File: config.mk
export PLATFORM = sky130hd
export DESIGN_NAME = cpu_id_table_validate_and_map
export DESIGN_NICKNAME = d
export VERILOG_FILES = /design/src/design/cidt_pkg.sv /design/src/design/cidt_ram.sv /design/src/design/cidt_cmp.sv /design/src/design/cpu_id_table_validate_and_map.sv
export VERILOG_INCLUDE_DIRS = /design/src /design/src/design
export SDC_FILE = /design/constraint.sdc
export NUM_CORES = 2
export LEC_CHECK = 0
export BUFFER_PORTS_ARGS = -buffer_cell sky130_fd_sc_hd__buf_2
export CAP_MARGIN = 20
export CORE_MARGIN = 2
export CORE_UTILIZATION = 28
export CTS_BUF_LIST = sky130_fd_sc_hd__clkbuf_8
export DETAILED_ROUTE_END_ITERATION = 10
export SLEW_MARGIN = 20
export SYNTH_ARGS = -nofsm -noshare
export SYNTH_HDL_FRONTEND = slang
export SYNTH_SLANG_ARGS = --single-unit
File: constraint.sdc
create_clock -name clk -period 9.2 [get_ports clk]
set_clock_uncertainty 0.2 [all_clocks]
set_input_delay 0.92 -clock clk [delete_from_list [all_inputs] [get_ports clk]]
set_output_delay 0.92 -clock clk [all_outputs]
set_load 0.05 [all_outputs]
File: src/design/assert_macros.svh
// Assertion macros shared by the processor ID table RTL.
// Each macro expects clk and rst_n in the scope where it is used.
`ifndef ASSERT_MACROS_SVH
`define ASSERT_MACROS_SVH

// Same-cycle implication, checked at every rising edge out of reset.
`define ASSERT_IMPL(lbl, ante, cons, msg) \
  lbl: assert property (@(posedge clk) disable iff (!rst_n) (ante) |-> (cons)) \
    else $error(msg);

// Next-cycle implication, checked at every rising edge out of reset.
`define ASSERT_NEXT(lbl, ante, cons, msg) \
  lbl: assert property (@(posedge clk) disable iff (!rst_n) (ante) |=> (cons)) \
    else $error(msg);

`endif

File: src/design/cidt_pkg.sv
// Shared types and constants for the processor ID table.
// No dependencies; used by the comparator, the top-level module and the testbench.
`timescale 1ns / 1ps

package cidt_pkg;

  localparam int MAX_CPUS_DEF = 64;
  localparam int ID_W         = 8;
  localparam int SLOT_W       = 6;

  typedef enum logic [2:0] {
    CMD_LOAD           = 3'd0,
    CMD_FINISH         = 3'd1,
    CMD_PROC_FROM_ID   = 3'd2,
    CMD_CONTIG_FROM_ID = 3'd3,
    CMD_ID_FROM_PROC   = 3'd4,
    CMD_ID_FROM_CONTIG = 3'd5
  } cmd_t;

  typedef enum logic [2:0] {
    ST_OK         = 3'd0,
    ST_ALL_ZERO   = 3'd1,
    ST_NOT_UNIQUE = 3'd2,
    ST_NOT_FOUND  = 3'd3,
    ST_BAD_INDEX  = 3'd4,
    ST_NOT_READY  = 3'd5,
    ST_TABLE_FULL = 3'd6
  } status_t;

  typedef enum logic [3:0] {
    S_IDLE,
    S_SORT_RDP,
    S_SORT_LDV,
    S_SORT_RDS,
    S_SORT_CMP,
    S_SORT_PUT,
    S_VERDICT,
    S_FILL,
    S_SCAN_RD,
    S_SCAN_CMP,
    S_IDX,
    S_EMIT
  } state_t;

  typedef struct packed {
    logic eq;
    logic gt;
  } cmp_res_t;

endpackage

File: src/design/cidt_ram.sv
// Generic single-write, single-read RAM with a registered read port.
// No dependencies on the package.
`timescale 1ns / 1ps

module cidt_ram #(
  parameter int WIDTH  = 8,
  parameter int DEPTH  = 64,
  parameter int ADDR_W = (DEPTH > 1) ? $clog2(DEPTH) : 1
) (
  input  logic              clk,
  input  logic              wr_en,
  input  logic [ADDR_W-1:0] wr_addr,
  input  logic [WIDTH-1:0]  wr_data,
  input  logic [ADDR_W-1:0] rd_addr,
  output logic [WIDTH-1:0]  rd_data
);

  logic [WIDTH-1:0] mem [DEPTH];
  logic [WIDTH-1:0] rd_data_r;

  always_ff @(posedge clk) begin
    if (wr_en) begin
      mem[wr_addr] <= wr_data;
    end
    rd_data_r <= mem[rd_addr];
  end

  assign rd_data = rd_data_r;

endmodule

File: src/design/cidt_cmp.sv
// Shared 8-bit magnitude comparator used by the sort and the ID scan.
// Depends on cidt_pkg for the result struct.
`timescale 1ns / 1ps

module cidt_cmp (
  input  logic [cidt_pkg::ID_W-1:0] a,
  input  logic [cidt_pkg::ID_W-1:0] b,
  output cidt_pkg::cmp_res_t        res
);

  always_comb begin
    res.eq = (a == b);
    res.gt = (a > b);
  end

endmodule

File: src/design/cpu_id_table_validate_and_map.sv
// Processor ID table: every command transaction returns exactly one result transaction.
// A load, a repeated or empty finish, an unused code and any lookup that fails its
// checks go from acceptance to S_EMIT and the result register; an index lookup passes
// S_IDX first, and an ID lookup S_SCAN_RD and S_SCAN_CMP per entry it scans. A finish
// over n entries runs an insertion sort through the sorted-table memory and one shared
// comparator: per entry S_SORT_RDP, S_SORT_LDV, S_SORT_RDS and S_SORT_CMP for each
// compare against the sorted part, and S_SORT_PUT; then S_VERDICT, S_FILL per entry to
// write the identity map when validation fails, and S_EMIT into the result register.
// One read port per table memory and the shared comparator keep these steps serial.
// The block takes no new transaction until the current one has reached the result
// register, but it does accept one while an earlier result waits to be taken.
// Depends on cidt_pkg, cidt_ram, cidt_cmp and assert_macros.svh.
`timescale 1ns / 1ps
`include "assert_macros.svh"

module cpu_id_table_validate_and_map #(
  parameter int MAX_CPUS = cidt_pkg::MAX_CPUS_DEF
) (
  input  logic       clk,
  input  logic       rst_n,
  input  logic       in_valid,
  output logic       in_stall,
  input  logic [2:0] in_cmd,
  input  logic [7:0] in_cpu_id,
  input  logic [5:0] in_slot,
  output logic       out_valid,
  input  logic       out_stall,
  output logic [7:0] out_id_out,
  output logic [5:0] out_index_out,
  output logic [2:0] out_status,
  output logic       out_reliable
);

  localparam int AW = (MAX_CPUS > 1) ? $clog2(MAX_CPUS) : 1;
  localparam int CW = $clog2(MAX_CPUS + 1);
  localparam int SW = (CW > cidt_pkg::SLOT_W) ? CW : cidt_pkg::SLOT_W;
  localparam logic [CW-1:0] COUNT_MAX = CW'(MAX_CPUS);

  // Control state.
  cidt_pkg::state_t  state_r, state_nxt;
  logic [CW-1:0]     count_r, count_nxt;
  logic              finished_r, finished_nxt;
  logic              ids_valid_r, ids_valid_nxt;
  logic              out_valid_r, out_valid_nxt;

  // Working registers of the sequencer.
  logic [AW-1:0]     i_r, i_nxt;
  logic [AW-1:0]     j_r, j_nxt;
  logic [7:0]        v_r, v_nxt;
  logic [7:0]        key_r, key_nxt;
  logic              tab_sel_r, tab_sel_nxt;
  logic [5:0]        slot_r, slot_nxt;
  logic              nonzero_r, nonzero_nxt;
  logic              dup_r, dup_nxt;
  logic [7:0]        res_id_r, res_id_nxt;
  logic [5:0]        res_idx_r, res_idx_nxt;
  cidt_pkg::status_t res_status_r, res_status_nxt;

  // Result register.
  logic [7:0]        out_id_r;
  logic [5:0]        out_idx_r;
  cidt_pkg::status_t out_status_r;
  logic              out_rel_r;

  // Memory ports.
  logic              proc_we, sorted_we;
  logic [AW-1:0]     proc_wa, proc_ra, sorted_wa, sorted_ra;
  logic [7:0]        proc_wd, sorted_wd, proc_rd, sorted_rd;

  // Shared comparator.
  logic [7:0]         cmp_a, cmp_b;
  cidt_pkg::cmp_res_t cmp;

  logic              in_acc;
  logic              out_free;
  cidt_pkg::cmd_t    cmd;
  logic [CW-1:0]     count_eff;
  logic              last_i;
  logic              slot_bad;
  logic [7:0]        tab_rd;
  cidt_pkg::status_t verdict;

  // Terms used by the checks at the end.
  logic              in_fill;
  logic              in_sort_cmp;
  logic              in_emit;
  logic              early_lookup;
  logic              full_shown;

  assign in_stall  = (state_r != cidt_pkg::S_IDLE);
  assign in_acc    = in_valid && !in_stall;
  assign out_free  = !out_valid_r || !out_stall;
  assign cmd       = cidt_pkg::cmd_t'(in_cmd);
  // A load after finish starts a new table from entry zero.
  assign count_eff = finished_r ? '0 : count_r;
  assign last_i    = ((CW'(i_r) + CW'(1)) == count_r);
  assign slot_bad  = (SW'(in_slot) >= SW'(count_r));
  assign tab_rd    = tab_sel_r ? sorted_rd : proc_rd;

  assign cmp_a = (state_r == cidt_pkg::S_SORT_CMP) ? sorted_rd : tab_rd;
  assign cmp_b = (state_r == cidt_pkg::S_SORT_CMP) ? v_r : key_r;

  // More than one entry, all zero, outranks the duplicate check.
  always_comb begin
    if ((count_r > CW'(1)) && !nonzero_r) begin
      verdict = cidt_pkg::ST_ALL_ZERO;
    end else if (dup_r) begin
      verdict = cidt_pkg::ST_NOT_UNIQUE;
    end else begin
      verdict = cidt_pkg::ST_OK;
    end
  end

  cidt_ram #(.WIDTH(cidt_pkg::ID_W), .DEPTH(MAX_CPUS), .ADDR_W(AW)) u_proc_ram (
    .clk     (clk),
    .wr_en   (proc_we),
    .wr_addr (proc_wa),
    .wr_data (proc_wd),
    .rd_addr (proc_ra),
    .rd_data (proc_rd)
  );

  cidt_ram #(.WIDTH(cidt_pkg::ID_W), .DEPTH(MAX_CPUS), .ADDR_W(AW)) u_sorted_ram (
    .clk     (clk),
    .wr_en   (sorted_we),
    .wr_addr (sorted_wa),
    .wr_data (sorted_wd),
    .rd_addr (sorted_ra),
    .rd_data (sorted_rd)
  );

  cidt_cmp u_cmp (
    .a   (cmp_a),
    .b   (cmp_b),
    .res (cmp)
  );

  // Next state.
  always_comb begin
    state_nxt = state_r;
    case (state_r)
      cidt_pkg::S_IDLE: begin
        if (in_acc) begin
          case (cmd)
            cidt_pkg::CMD_FINISH: begin
              if (finished_r || (count_r == '0)) begin
                state_nxt = cidt_pkg::S_EMIT;
              end else begin
                state_nxt = cidt_pkg::S_SORT_RDP;
              end
            end
            cidt_pkg::CMD_PROC_FROM_ID, cidt_pkg::CMD_CONTIG_FROM_ID: begin
              if (!finished_r || (count_r == '0)) begin
                state_nxt = cidt_pkg::S_EMIT;
              end else begin
                state_nxt = cidt_pkg::S_SCAN_RD;
              end
            end
            cidt_pkg::CMD_ID_FROM_PROC, cidt_pkg::CMD_ID_FROM_CONTIG: begin
              if (!finished_r || slot_bad) begin
                state_nxt = cidt_pkg::S_EMIT;
              end else begin
                state_nxt = cidt_pkg::S_IDX;
              end
            end
            default: state_nxt = cidt_pkg::S_EMIT;
          endcase
        end
      end
      cidt_pkg::S_SORT_RDP: state_nxt = cidt_pkg::S_SORT_LDV;
      cidt_pkg::S_SORT_LDV: begin
        state_nxt = (i_r == '0) ? cidt_pkg::S_SORT_PUT : cidt_pkg::S_SORT_RDS;
      end
      cidt_pkg::S_SORT_RDS: state_nxt = cidt_pkg::S_SORT_CMP;
      cidt_pkg::S_SORT_CMP: begin
        if (cmp.gt && (j_r != AW'(1))) begin
          state_nxt = cidt_pkg::S_SORT_RDS;
        end else begin
          state_nxt = cidt_pkg::S_SORT_PUT;
        end
      end
      cidt_pkg::S_SORT_PUT: begin
        state_nxt = last_i ? cidt_pkg::S_VERDICT : cidt_pkg::S_SORT_RDP;
      end
      cidt_pkg::S_VERDICT: begin
        state_nxt = (verdict == cidt_pkg::ST_OK) ? cidt_pkg::S_EMIT : cidt_pkg::S_FILL;
      end
      cidt_pkg::S_FILL: begin
        state_nxt = last_i ? cidt_pkg::S_EMIT : cidt_pkg::S_FILL;
      end
      cidt_pkg::S_SCAN_RD: state_nxt = cidt_pkg::S_SCAN_CMP;
      cidt_pkg::S_SCAN_CMP: begin
        state_nxt = (cmp.eq || last_i) ? cidt_pkg::S_EMIT : cidt_pkg::S_SCAN_RD;
      end
      cidt_pkg::S_IDX: state_nxt = cidt_pkg::S_EMIT;
      cidt_pkg::S_EMIT: begin
        if (out_free) begin
          state_nxt = cidt_pkg::S_IDLE;
        end
      end
      default: state_nxt = cidt_pkg::S_IDLE;
    endcase
  end

  // Memory controls. Read data is registered, so it appears in the cycle after the address.
  always_comb begin
    proc_we   = 1'b0;
    proc_wa   = AW'(count_eff);
    proc_wd   = in_cpu_id;
    proc_ra   = AW'(in_slot);
    sorted_we = 1'b0;
    sorted_wa = j_r;
    sorted_wd = v_r;
    sorted_ra = AW'(in_slot);
    case (state_r)
      cidt_pkg::S_IDLE: begin
        proc_we = in_acc && (cmd == cidt_pkg::CMD_LOAD) && (count_eff != COUNT_MAX);
      end
      cidt_pkg::S_SORT_RDP: proc_ra = i_r;
      cidt_pkg::S_SORT_RDS: sorted_ra = j_r - AW'(1);
      cidt_pkg::S_SORT_CMP: begin
        sorted_we = cmp.gt;
        sorted_wd = sorted_rd;
      end
      cidt_pkg::S_SORT_PUT: sorted_we = 1'b1;
      cidt_pkg::S_FILL: begin
        proc_we   = 1'b1;
        proc_wa   = i_r;
        proc_wd   = 8'(i_r);
        sorted_we = 1'b1;
        sorted_wa = i_r;
        sorted_wd = 8'(i_r);
      end
      cidt_pkg::S_SCAN_RD: begin
        proc_ra   = i_r;
        sorted_ra = i_r;
      end
      default: ;
    endcase
  end

  // Datapath and table bookkeeping.
  always_comb begin
    count_nxt      = count_r;
    finished_nxt   = finished_r;
    ids_valid_nxt  = ids_valid_r;
    i_nxt          = i_r;
    j_nxt          = j_r;
    v_nxt          = v_r;
    key_nxt        = key_r;
    tab_sel_nxt    = tab_sel_r;
    slot_nxt       = slot_r;
    nonzero_nxt    = nonzero_r;
    dup_nxt        = dup_r;
    res_id_nxt     = res_id_r;
    res_idx_nxt    = res_idx_r;
    res_status_nxt = res_status_r;
    case (state_r)
      cidt_pkg::S_IDLE: begin
        if (in_acc) begin
          res_id_nxt     = '0;
          res_idx_nxt    = '0;
          res_status_nxt = cidt_pkg::ST_OK;
          key_nxt        = in_cpu_id;
          tab_sel_nxt    = (cmd inside {cidt_pkg::CMD_CONTIG_FROM_ID,
                                        cidt_pkg::CMD_ID_FROM_CONTIG});
          slot_nxt       = in_slot;
          i_nxt          = '0;
          nonzero_nxt    = 1'b0;
          dup_nxt        = 1'b0;
          case (cmd)
            cidt_pkg::CMD_LOAD: begin
              finished_nxt = 1'b0;
              if (count_eff == COUNT_MAX) begin
                res_status_nxt = cidt_pkg::ST_TABLE_FULL;
                count_nxt      = count_eff;
              end else begin
                count_nxt = count_eff + CW'(1);
              end
            end
            cidt_pkg::CMD_FINISH: begin
              // An empty table validates at once; the sort path handles the rest.
              if (!finished_r && (count_r == '0)) begin
                finished_nxt  = 1'b1;
                ids_valid_nxt = 1'b1;
              end
            end
            cidt_pkg::CMD_PROC_FROM_ID, cidt_pkg::CMD_CONTIG_FROM_ID: begin
              if (!finished_r) begin
                res_status_nxt = cidt_pkg::ST_NOT_READY;
              end else if (count_r == '0) begin
                res_status_nxt = cidt_pkg::ST_NOT_FOUND;
              end
            end
            cidt_pkg::CMD_ID_FROM_PROC, cidt_pkg::CMD_ID_FROM_CONTIG: begin
              if (!finished_r) begin
                res_status_nxt = cidt_pkg::ST_NOT_READY;
              end else if (slot_bad) begin
                res_status_nxt = cidt_pkg::ST_BAD_INDEX;
              end
            end
            default: ;
          endcase
        end
      end
      cidt_pkg::S_SORT_LDV: begin
        v_nxt       = proc_rd;
        nonzero_nxt = nonzero_r | (proc_rd != '0);
        j_nxt       = i_r;
      end
      cidt_pkg::S_SORT_CMP: begin
        // Everything above the stop point is larger, so an equal value can only
        // sit directly below the insertion slot.
        if (cmp.gt) begin
          j_nxt = j_r - AW'(1);
        end else if (cmp.eq) begin
          dup_nxt = 1'b1;
        end
      end
      cidt_pkg::S_SORT_PUT: begin
        if (!last_i) begin
          i_nxt = i_r + AW'(1);
        end
      end
      cidt_pkg::S_VERDICT: begin
        finished_nxt   = 1'b1;
        res_status_nxt = verdict;
        ids_valid_nxt  = (verdict == cidt_pkg::ST_OK);
        i_nxt          = '0;
      end
      cidt_pkg::S_FILL: begin
        if (!last_i) begin
          i_nxt = i_r + AW'(1);
        end
      end
      cidt_pkg::S_SCAN_CMP: begin
        if (cmp.eq) begin
          res_idx_nxt = 6'(i_r);
        end else if (last_i) begin
          res_status_nxt = cidt_pkg::ST_NOT_FOUND;
        end else begin
          i_nxt = i_r + AW'(1);
        end
      end
      cidt_pkg::S_IDX: begin
        res_id_nxt  = tab_rd;
        res_idx_nxt = slot_r;
      end
      default: ;
    endcase
  end

  assign out_valid_nxt = ((state_r == cidt_pkg::S_EMIT) && out_free) ||
                         (out_valid_r && out_stall);

  always_ff @(posedge clk) begin
    if (!rst_n) begin
      state_r     <= cidt_pkg::S_IDLE;
      count_r     <= '0;
      finished_r  <= 1'b0;
      ids_valid_r <= 1'b0;
      out_valid_r <= 1'b0;
    end else begin
      state_r     <= state_nxt;
      count_r     <= count_nxt;
      finished_r  <= finished_nxt;
      ids_valid_r <= ids_valid_nxt;
      out_valid_r <= out_valid_nxt;
    end
  end

  always_ff @(posedge clk) begin
    i_r          <= i_nxt;
    j_r          <= j_nxt;
    v_r          <= v_nxt;
    key_r        <= key_nxt;
    tab_sel_r    <= tab_sel_nxt;
    slot_r       <= slot_nxt;
    nonzero_r    <= nonzero_nxt;
    dup_r        <= dup_nxt;
    res_id_r     <= res_id_nxt;
    res_idx_r    <= res_idx_nxt;
    res_status_r <= res_status_nxt;
    if ((state_r == cidt_pkg::S_EMIT) && out_free) begin
      out_id_r     <= res_id_r;
      out_idx_r    <= res_idx_r;
      out_status_r <= res_status_r;
      out_rel_r    <= ids_valid_r;
    end
  end

  assign out_valid     = out_valid_r;
  assign out_id_out    = out_id_r;
  assign out_index_out = out_idx_r;
  assign out_status    = out_status_r;
  assign out_reliable  = out_rel_r;

  assign in_fill      = (state_r == cidt_pkg::S_FILL);
  assign in_sort_cmp  = (state_r == cidt_pkg::S_SORT_CMP);
  assign in_emit      = (state_r == cidt_pkg::S_EMIT);
  assign early_lookup = in_acc && !finished_r &&
                        (cmd inside {[cidt_pkg::CMD_PROC_FROM_ID :
                                      cidt_pkg::CMD_ID_FROM_CONTIG]});
  assign full_shown   = out_valid_r && (out_status_r == cidt_pkg::ST_TABLE_FULL);

  `ASSERT_IMPL(a_fill_clears_reliable, in_fill, !ids_valid_r, "identity fill while reliable")
  `ASSERT_IMPL(a_sort_load_phase, in_sort_cmp, !finished_r && (j_r != '0), "bad sort compare")
  `ASSERT_NEXT(a_early_lookup_short, early_lookup, in_emit, "early lookup not answered at once")
  `ASSERT_IMPL(a_full_at_capacity, full_shown, count_r == COUNT_MAX, "table_full too early")

endmodule

# Yosys cells after proc, flatten, opt, wreduce, memory -nomap -nowiden
# Memories as Yosys holds them, arrays and structs flattened. A register that Yosys moved wholly into a read port is not among the register bits.
# Cells that the tools add are included.
# totals
mem_bits_rw	1024
regBits	86
mem_count	2
in_bits	21
output_inout_bits	20
# classes
n_eq_ne	33
bitwise_logic	1
n_reduce_logical	51
add_sub_neg	4
muxes	64
order_cmp	3
# memory_table
name	words	width	rd	rd_clocked_by_memory_dff	write_ports	line	source
u_proc_ram.mem	64	8	1	1	1	cidt_ram.sv:18	logic [WIDTH-1:0] mem [DEPTH];
u_sorted_ram.mem	64	8	1	1	1	cidt_ram.sv:18	
# ops
operator	count
two-way mux 6 bit	8
case mux 4 bit (12 select lines)	1
two-way mux 8 bit	5
case mux 8 bit (2 select lines)	2
two-way mux 3 bit	10
case mux 6 bit (2 select lines)	2
case mux 6 bit (4 select lines)	1
two-way mux 4 bit	5
!= test 2 bit, second input constant	9
case mux 3 bit (3 select lines)	2
case mux 6 bit (3 select lines)	1
equality test 4 x 3 -> 1 bit, second input constant	4
equality test 4 bit, second input constant	4
AND reduction 4 bit	4
two-way mux 7 bit	2
case mux 1 bit (2 select lines)	7
two-way mux 1 bit	12
case mux 4 bit (3 select lines)	1
nonzero test 2 bit	6
two-way mux 2 bit	5
AND reduction 2 bit	5
AND reduction 3 bit	3
equality test 4 x 2 -> 1 bit, second input constant	2
equality test 8 bit	1
30 further kinds	54

# Logic depth before layout (Yosys ltp)
# logic_depth
depth_word	8
mapped_depth	15
mapped_depth_nobuf	13

# Hierarchy
# From an unflattened synthesis, not the netlist that was laid out.
# hier_totals
hier_cells	2459
area_unflattened_um2	45588.7
# by_module_without_submodules
module	n_inst	cells_per_inst	area_each_um2
cidt_ram (u_sorted_ram)	1	940	20166.8
cidt_ram (u_proc_ram)	1	962	20125.6
cpu_id_table_validate_and_map	1	529	5076.1
cidt_cmp	1	28	220.2

# Worst setup path before layout
# OpenSTA, ideal clock, no wires.
# synth_path
path_kind	reg-to-reg
startpoint	reg state_r[3]
endpoint	mem u_sorted_ram.mem[33][0] (enable)
t_arrival_ns	3.770
path_stages_with_launch	15
setup_slack_ns	4.846
setup_ns	0.383
required_time_ns	8.617
n_path_buf	2
path_cell_list	dfxtp_1 -> buf_2 -> clkbuf_1 -> nor4_1 -> nor2_1 -> mux2_2 -> ha_1 -> nor2b_1 -> o21a_1 -> o21ai_0 -> a21oi_1 -> o211ai_1 -> nand2_1 -> nand3_1 -> nor3_1
# synth_between
elab_chain_len	6
# synth_rtl
element	line	source
from (decl)	cpu_id_table_validate_and_map.sv:40	cidt_pkg::state_t state_r, state_nxt;
from (signal assigned)	cpu_id_table_validate_and_map.sv:358	state_r <= cidt_pkg::S_IDLE;
from (signal assigned)	cpu_id_table_validate_and_map.sv:364	state_r <= state_nxt;
equality test 4 x 3 -> 1 bit	cpu_id_table_validate_and_map.sv:100, cpu_id_table_validate_and_map.sv:101, cpu_id_table_validate_and_map.sv:215	
two-way mux 8 bit, on equally long branches	cpu_id_table_validate_and_map.sv:100, cpu_id_table_validate_and_map.sv:101	
greater-than comparator 8 bit	cidt_cmp.sv:13	res.gt = (a > b);
case mux 1 bit (2 select lines)	cpu_id_table_validate_and_map.sv:215	case (state_r)
two-way mux 1 bit	cidt_ram.sv:22	if (wr_en) begin
two-way mux 1 bit (implied by the code)	cidt_ram.sv:23	mem[wr_addr] <= wr_data;
to (decl)	cidt_ram.sv:18	
# Several ways; a longest one is shown, not always the timed one.

# Worst setup path in the final report
# layout_path
startpoint	reg state_r[2]
endpoint	mem u_sorted_ram.mem[52][1] (enable)
# Same word-level chain as after synthesis.

==> impl_metrics.toml <==
[outcome]
status = "finished clean"

[clock_tree]
cts.clk_slew.worst_paths_ns = 0.06
clock-sinks = 1126
clock_path_buffers = 3
cts_tree = "built"
clock_latency_ns = 0.87
cts_buffers = 165
post_cts_resized = 0
cts_root_buf = "clkbuf_8"
postCtsSetupRepairBufs = 0
htree_levels = 4
cts-hold-fix-buffers = 0

[layout]
diodes = 0
utilization = 0.3158
area_growth_pct = 11.90
stdcell_count = 5490
layout-drive-gt1-share = 0.1506
fin_nets = 3198
fin_area_um2 = 52810

[grt]
grt_pass1_vias = 27799
grt_max_degree = 96
grt-ovfl-total = 0
antenna_found_initial = 0
grt_pass1_wl_um = 181600
grt_usage = 0.1396

[floorplan]
die_y_um = 414.6
ios = 41
die_x_um = 414.6
die_area_um2 = 171900
core_area_um2 = 167200
rows = 150
initial_utilization = 0.2822

[flow_run]
drv_cap = 0

[detailed_routing]
routed-via-count = 28068
routed_wl_um = 124000
drt_iter0_drc = 3001
firstDrtPassIters = 9
wl_per_cell_um = 22.58
via_per_inst = 5.113
drc = 0
ant_nets = 0

[logic_synthesis]
synthCells = 3087
ys_seq_area_frac = 0.7100
synthTopCellsByArea = "edfxtp_1 70%, mux4_2 6.0%, mux2i_1 3.6%"
synth_fp_nets = 3130
yosys-top-cells-count = "1096 x edfxtp_1, 372 x nand2_1, 277 x nor2_1, 168 x mux2i_1, 126 x mux4_2"
yosysMostFrequentCell = "edfxtp_1"
synth_edf_count = 1096
postSynth.asyncResetShare = 0
ys.flop_type = "edfxtp_1"
syn_avg_cell_area_um2 = 15.29
yosys.area.top_type = "edfxtp_1"
ys.warnings.count = 0
ys_ff_latch = 1126
syn_area_um2 = 47200
yosys.cell_types.count = 77
synth_top_area_frac = 0.6973

[power]
power_frac_clock = 0.260
power.switching_mw = 5.047
max-vdd-ir-drop_v = 0.0002568
power_frac_seq = 0.437
power.internal_mw = 9.326
pwr_density_cell_nw_per_um2 = 272.1
power.share.switching = 0.3512
p_leak_nw = 17.01
pwr-share-comb = 0.303

[sta]
hold_viol_final = 0
setup_viol = 0
fin_tns_setup_ns = 0
holdWs_ns = 0.1125
worst_pin_slew_ns = 1.190
slew_headroom = 0.2067
period_minus_slack_ns = 6.058
max_freq_mhz = 165.1
fin_crit_sh = 0.6585
rsz0062_at_grt = "no"
slew_viol_final = 0

[worst_setup_path]
worstPathArrival_ns = 6.33
slowest_stage = "nor2_1"
crit_type = "flip-flop to flip-flop"
crit_chain = "buf_4 -> clkinv_2 -> nor4_2 -> buf_4 -> nor2_1 -> mux2_2 -> ha_1 -> nor2b_1 -> o21a_1 -> o21ai_0 -> a21oi_1 -> o211ai_1 -> nand2_1 -> nand4_1 -> nor2_1"
worstSetupEndpointType = "flip-flop"
path_max_fanout = 37
slowest_delay_ns = 0.83
cp_num_buf_inv = 3
start_kind = "flip-flop"
cp_top_family = "simple AND/OR/NAND/NOR gates"
required_ns = 9.47
r2r_setup_slack_ns = 3.14

[placement]
dp_hpwl_um = 73090
place_inst = 5192
port_buffers = 40
post_dp_cell_area_um2 = 49800
gp_congestion = 0.8590

[worst_hold_path]
min_path_type = "input port to flip-flop"
placed cells by master (no fill, tap or decap), types with 8 or more instances in the layout:
master and count:
nand2_1 367, clkinvlp_4 10, a221oi_1 66, nor2b_1 12, clkbuf_8 174, clkinv_1 28
and3_1 31, ha_1 22, a222oi_1 16, a21oi_1 120, o21ai_0 28, nand4_1 26
a21boi_0 8, buf_4 45, o22ai_1 55, mux4_2 126, clkinv_2 16, a31oi_1 30
xor2_1 9, nor2_1 277, edfxtp_1 1096, o211ai_1 16, mux2i_1 166, buf_2 39
nand3_1 71, nor4_1 18, a32oi_1 44, nor3_1 16, a211oi_1 28, inv_1 87
or3_1 10, mux2_2 30, dfxtp_1 30, and2_1 16
worst paths after layout:
check / startpoint / to / cells after the start
max reg2reg: state_r[2] / u_sorted_ram.mem[52][1] / 15
min reg2reg: res_id_r[4] / out_id_out[4] / 0
max: state_r[2] / u_sorted_ram.mem[52][1] / 15
min: in_cpu_id[0] / key_r[0] / 1
routing by layer:
layer	vias up	share of wire	global-route usage
met5	-	0	0
met4	0	0.032	0.05339
met3	216	0.066	0.02269
met2	1204	0.48	0.2276
met1	14311	0.42	0.1864
li1	12337	-	-
worst register-to-register path, cell delays in order, from the launching register on:
cell and delay [ns]:
dfxtp_1 0.30, buf_4 0.36, clkinv_2 0.57, nor4_2 0.32, buf_4 0.41, nor2_1 0.26
mux2_2 0.34, ha_1 0.28, nor2b_1 0.15, o21a_1 0.12, o21ai_0 0.07, a21oi_1 0.19
o211ai_1 0.14, nand2_1 0.32, nand4_1 0.83, nor2_1 0.84
power groups by stage:
stage | registers, mW | logic, mW | clock network (mW)
after global routing | 6.29 | 4.65 | 4.02
after CTS | 6.27 | 4.33 | 3.81
final | 6.28 | 4.36 | 3.73
after detailed placement | 6.38 | 4.32 | 0
after floorplan | 6.25 | 2.93 | 0
after global placement | 6.38 | 4.30 | 0
registers in the layout, indices dropped and copies added (netlist names), 4 cells and up:
| signal | cells |
|---|---|
| out_index_out | 6 |
| out_id_out | 8 |
| u_proc_ram.mem | 512 |
| key_r | 8 |
| u_sorted_ram.rd_data | 8 |
| state_r | 4 |
| v_r | 8 |
| u_proc_ram.rd_data | 8 |
| count_r | 7 |
| i_r | 6 |
| slot_r | 6 |
| res_id_r | 8 |
| j_r | 6 |
| res_idx_r | 6 |
| u_sorted_ram.mem | 512 |
metrics by stage:
stage | total power [mW] | worst slack (ns)
detailed placement | 10.70 | 3.221
floorplan | 9.188 | 4.846
global placement | 10.68 | 3.257
global route | 14.96 | 2.752
CTS | 14.41 | 3.208
finish | 14.37 | 3.142
logic make-up (layout without fill, tap and decap cells):
logic type,Yosys count,in the layout,share of synthesized area
adders and majority gates,22,22,0.005832
and+or+nand+nor,896,896,0.08335
buffers and inverters,208,407,0.01996
AOI/OAI and AO/OA,494,494,0.07471
DFF,1126,1126,0.7100
xor gates and xnor gates,16,16,0.002969
muxes,325,325,0.1031
area by class of cell:
class	instances	area [um2]
well taps	2204	2758
repair buffers	86	564.3
inverters	23	87.58
fillers	16272	114400
clock buffers	174	2395
multi-input cells	1753	12900
clock inverters	124	594.3
flip-flops and latches	1126	33510
Power figures use the tool's default switching activity.
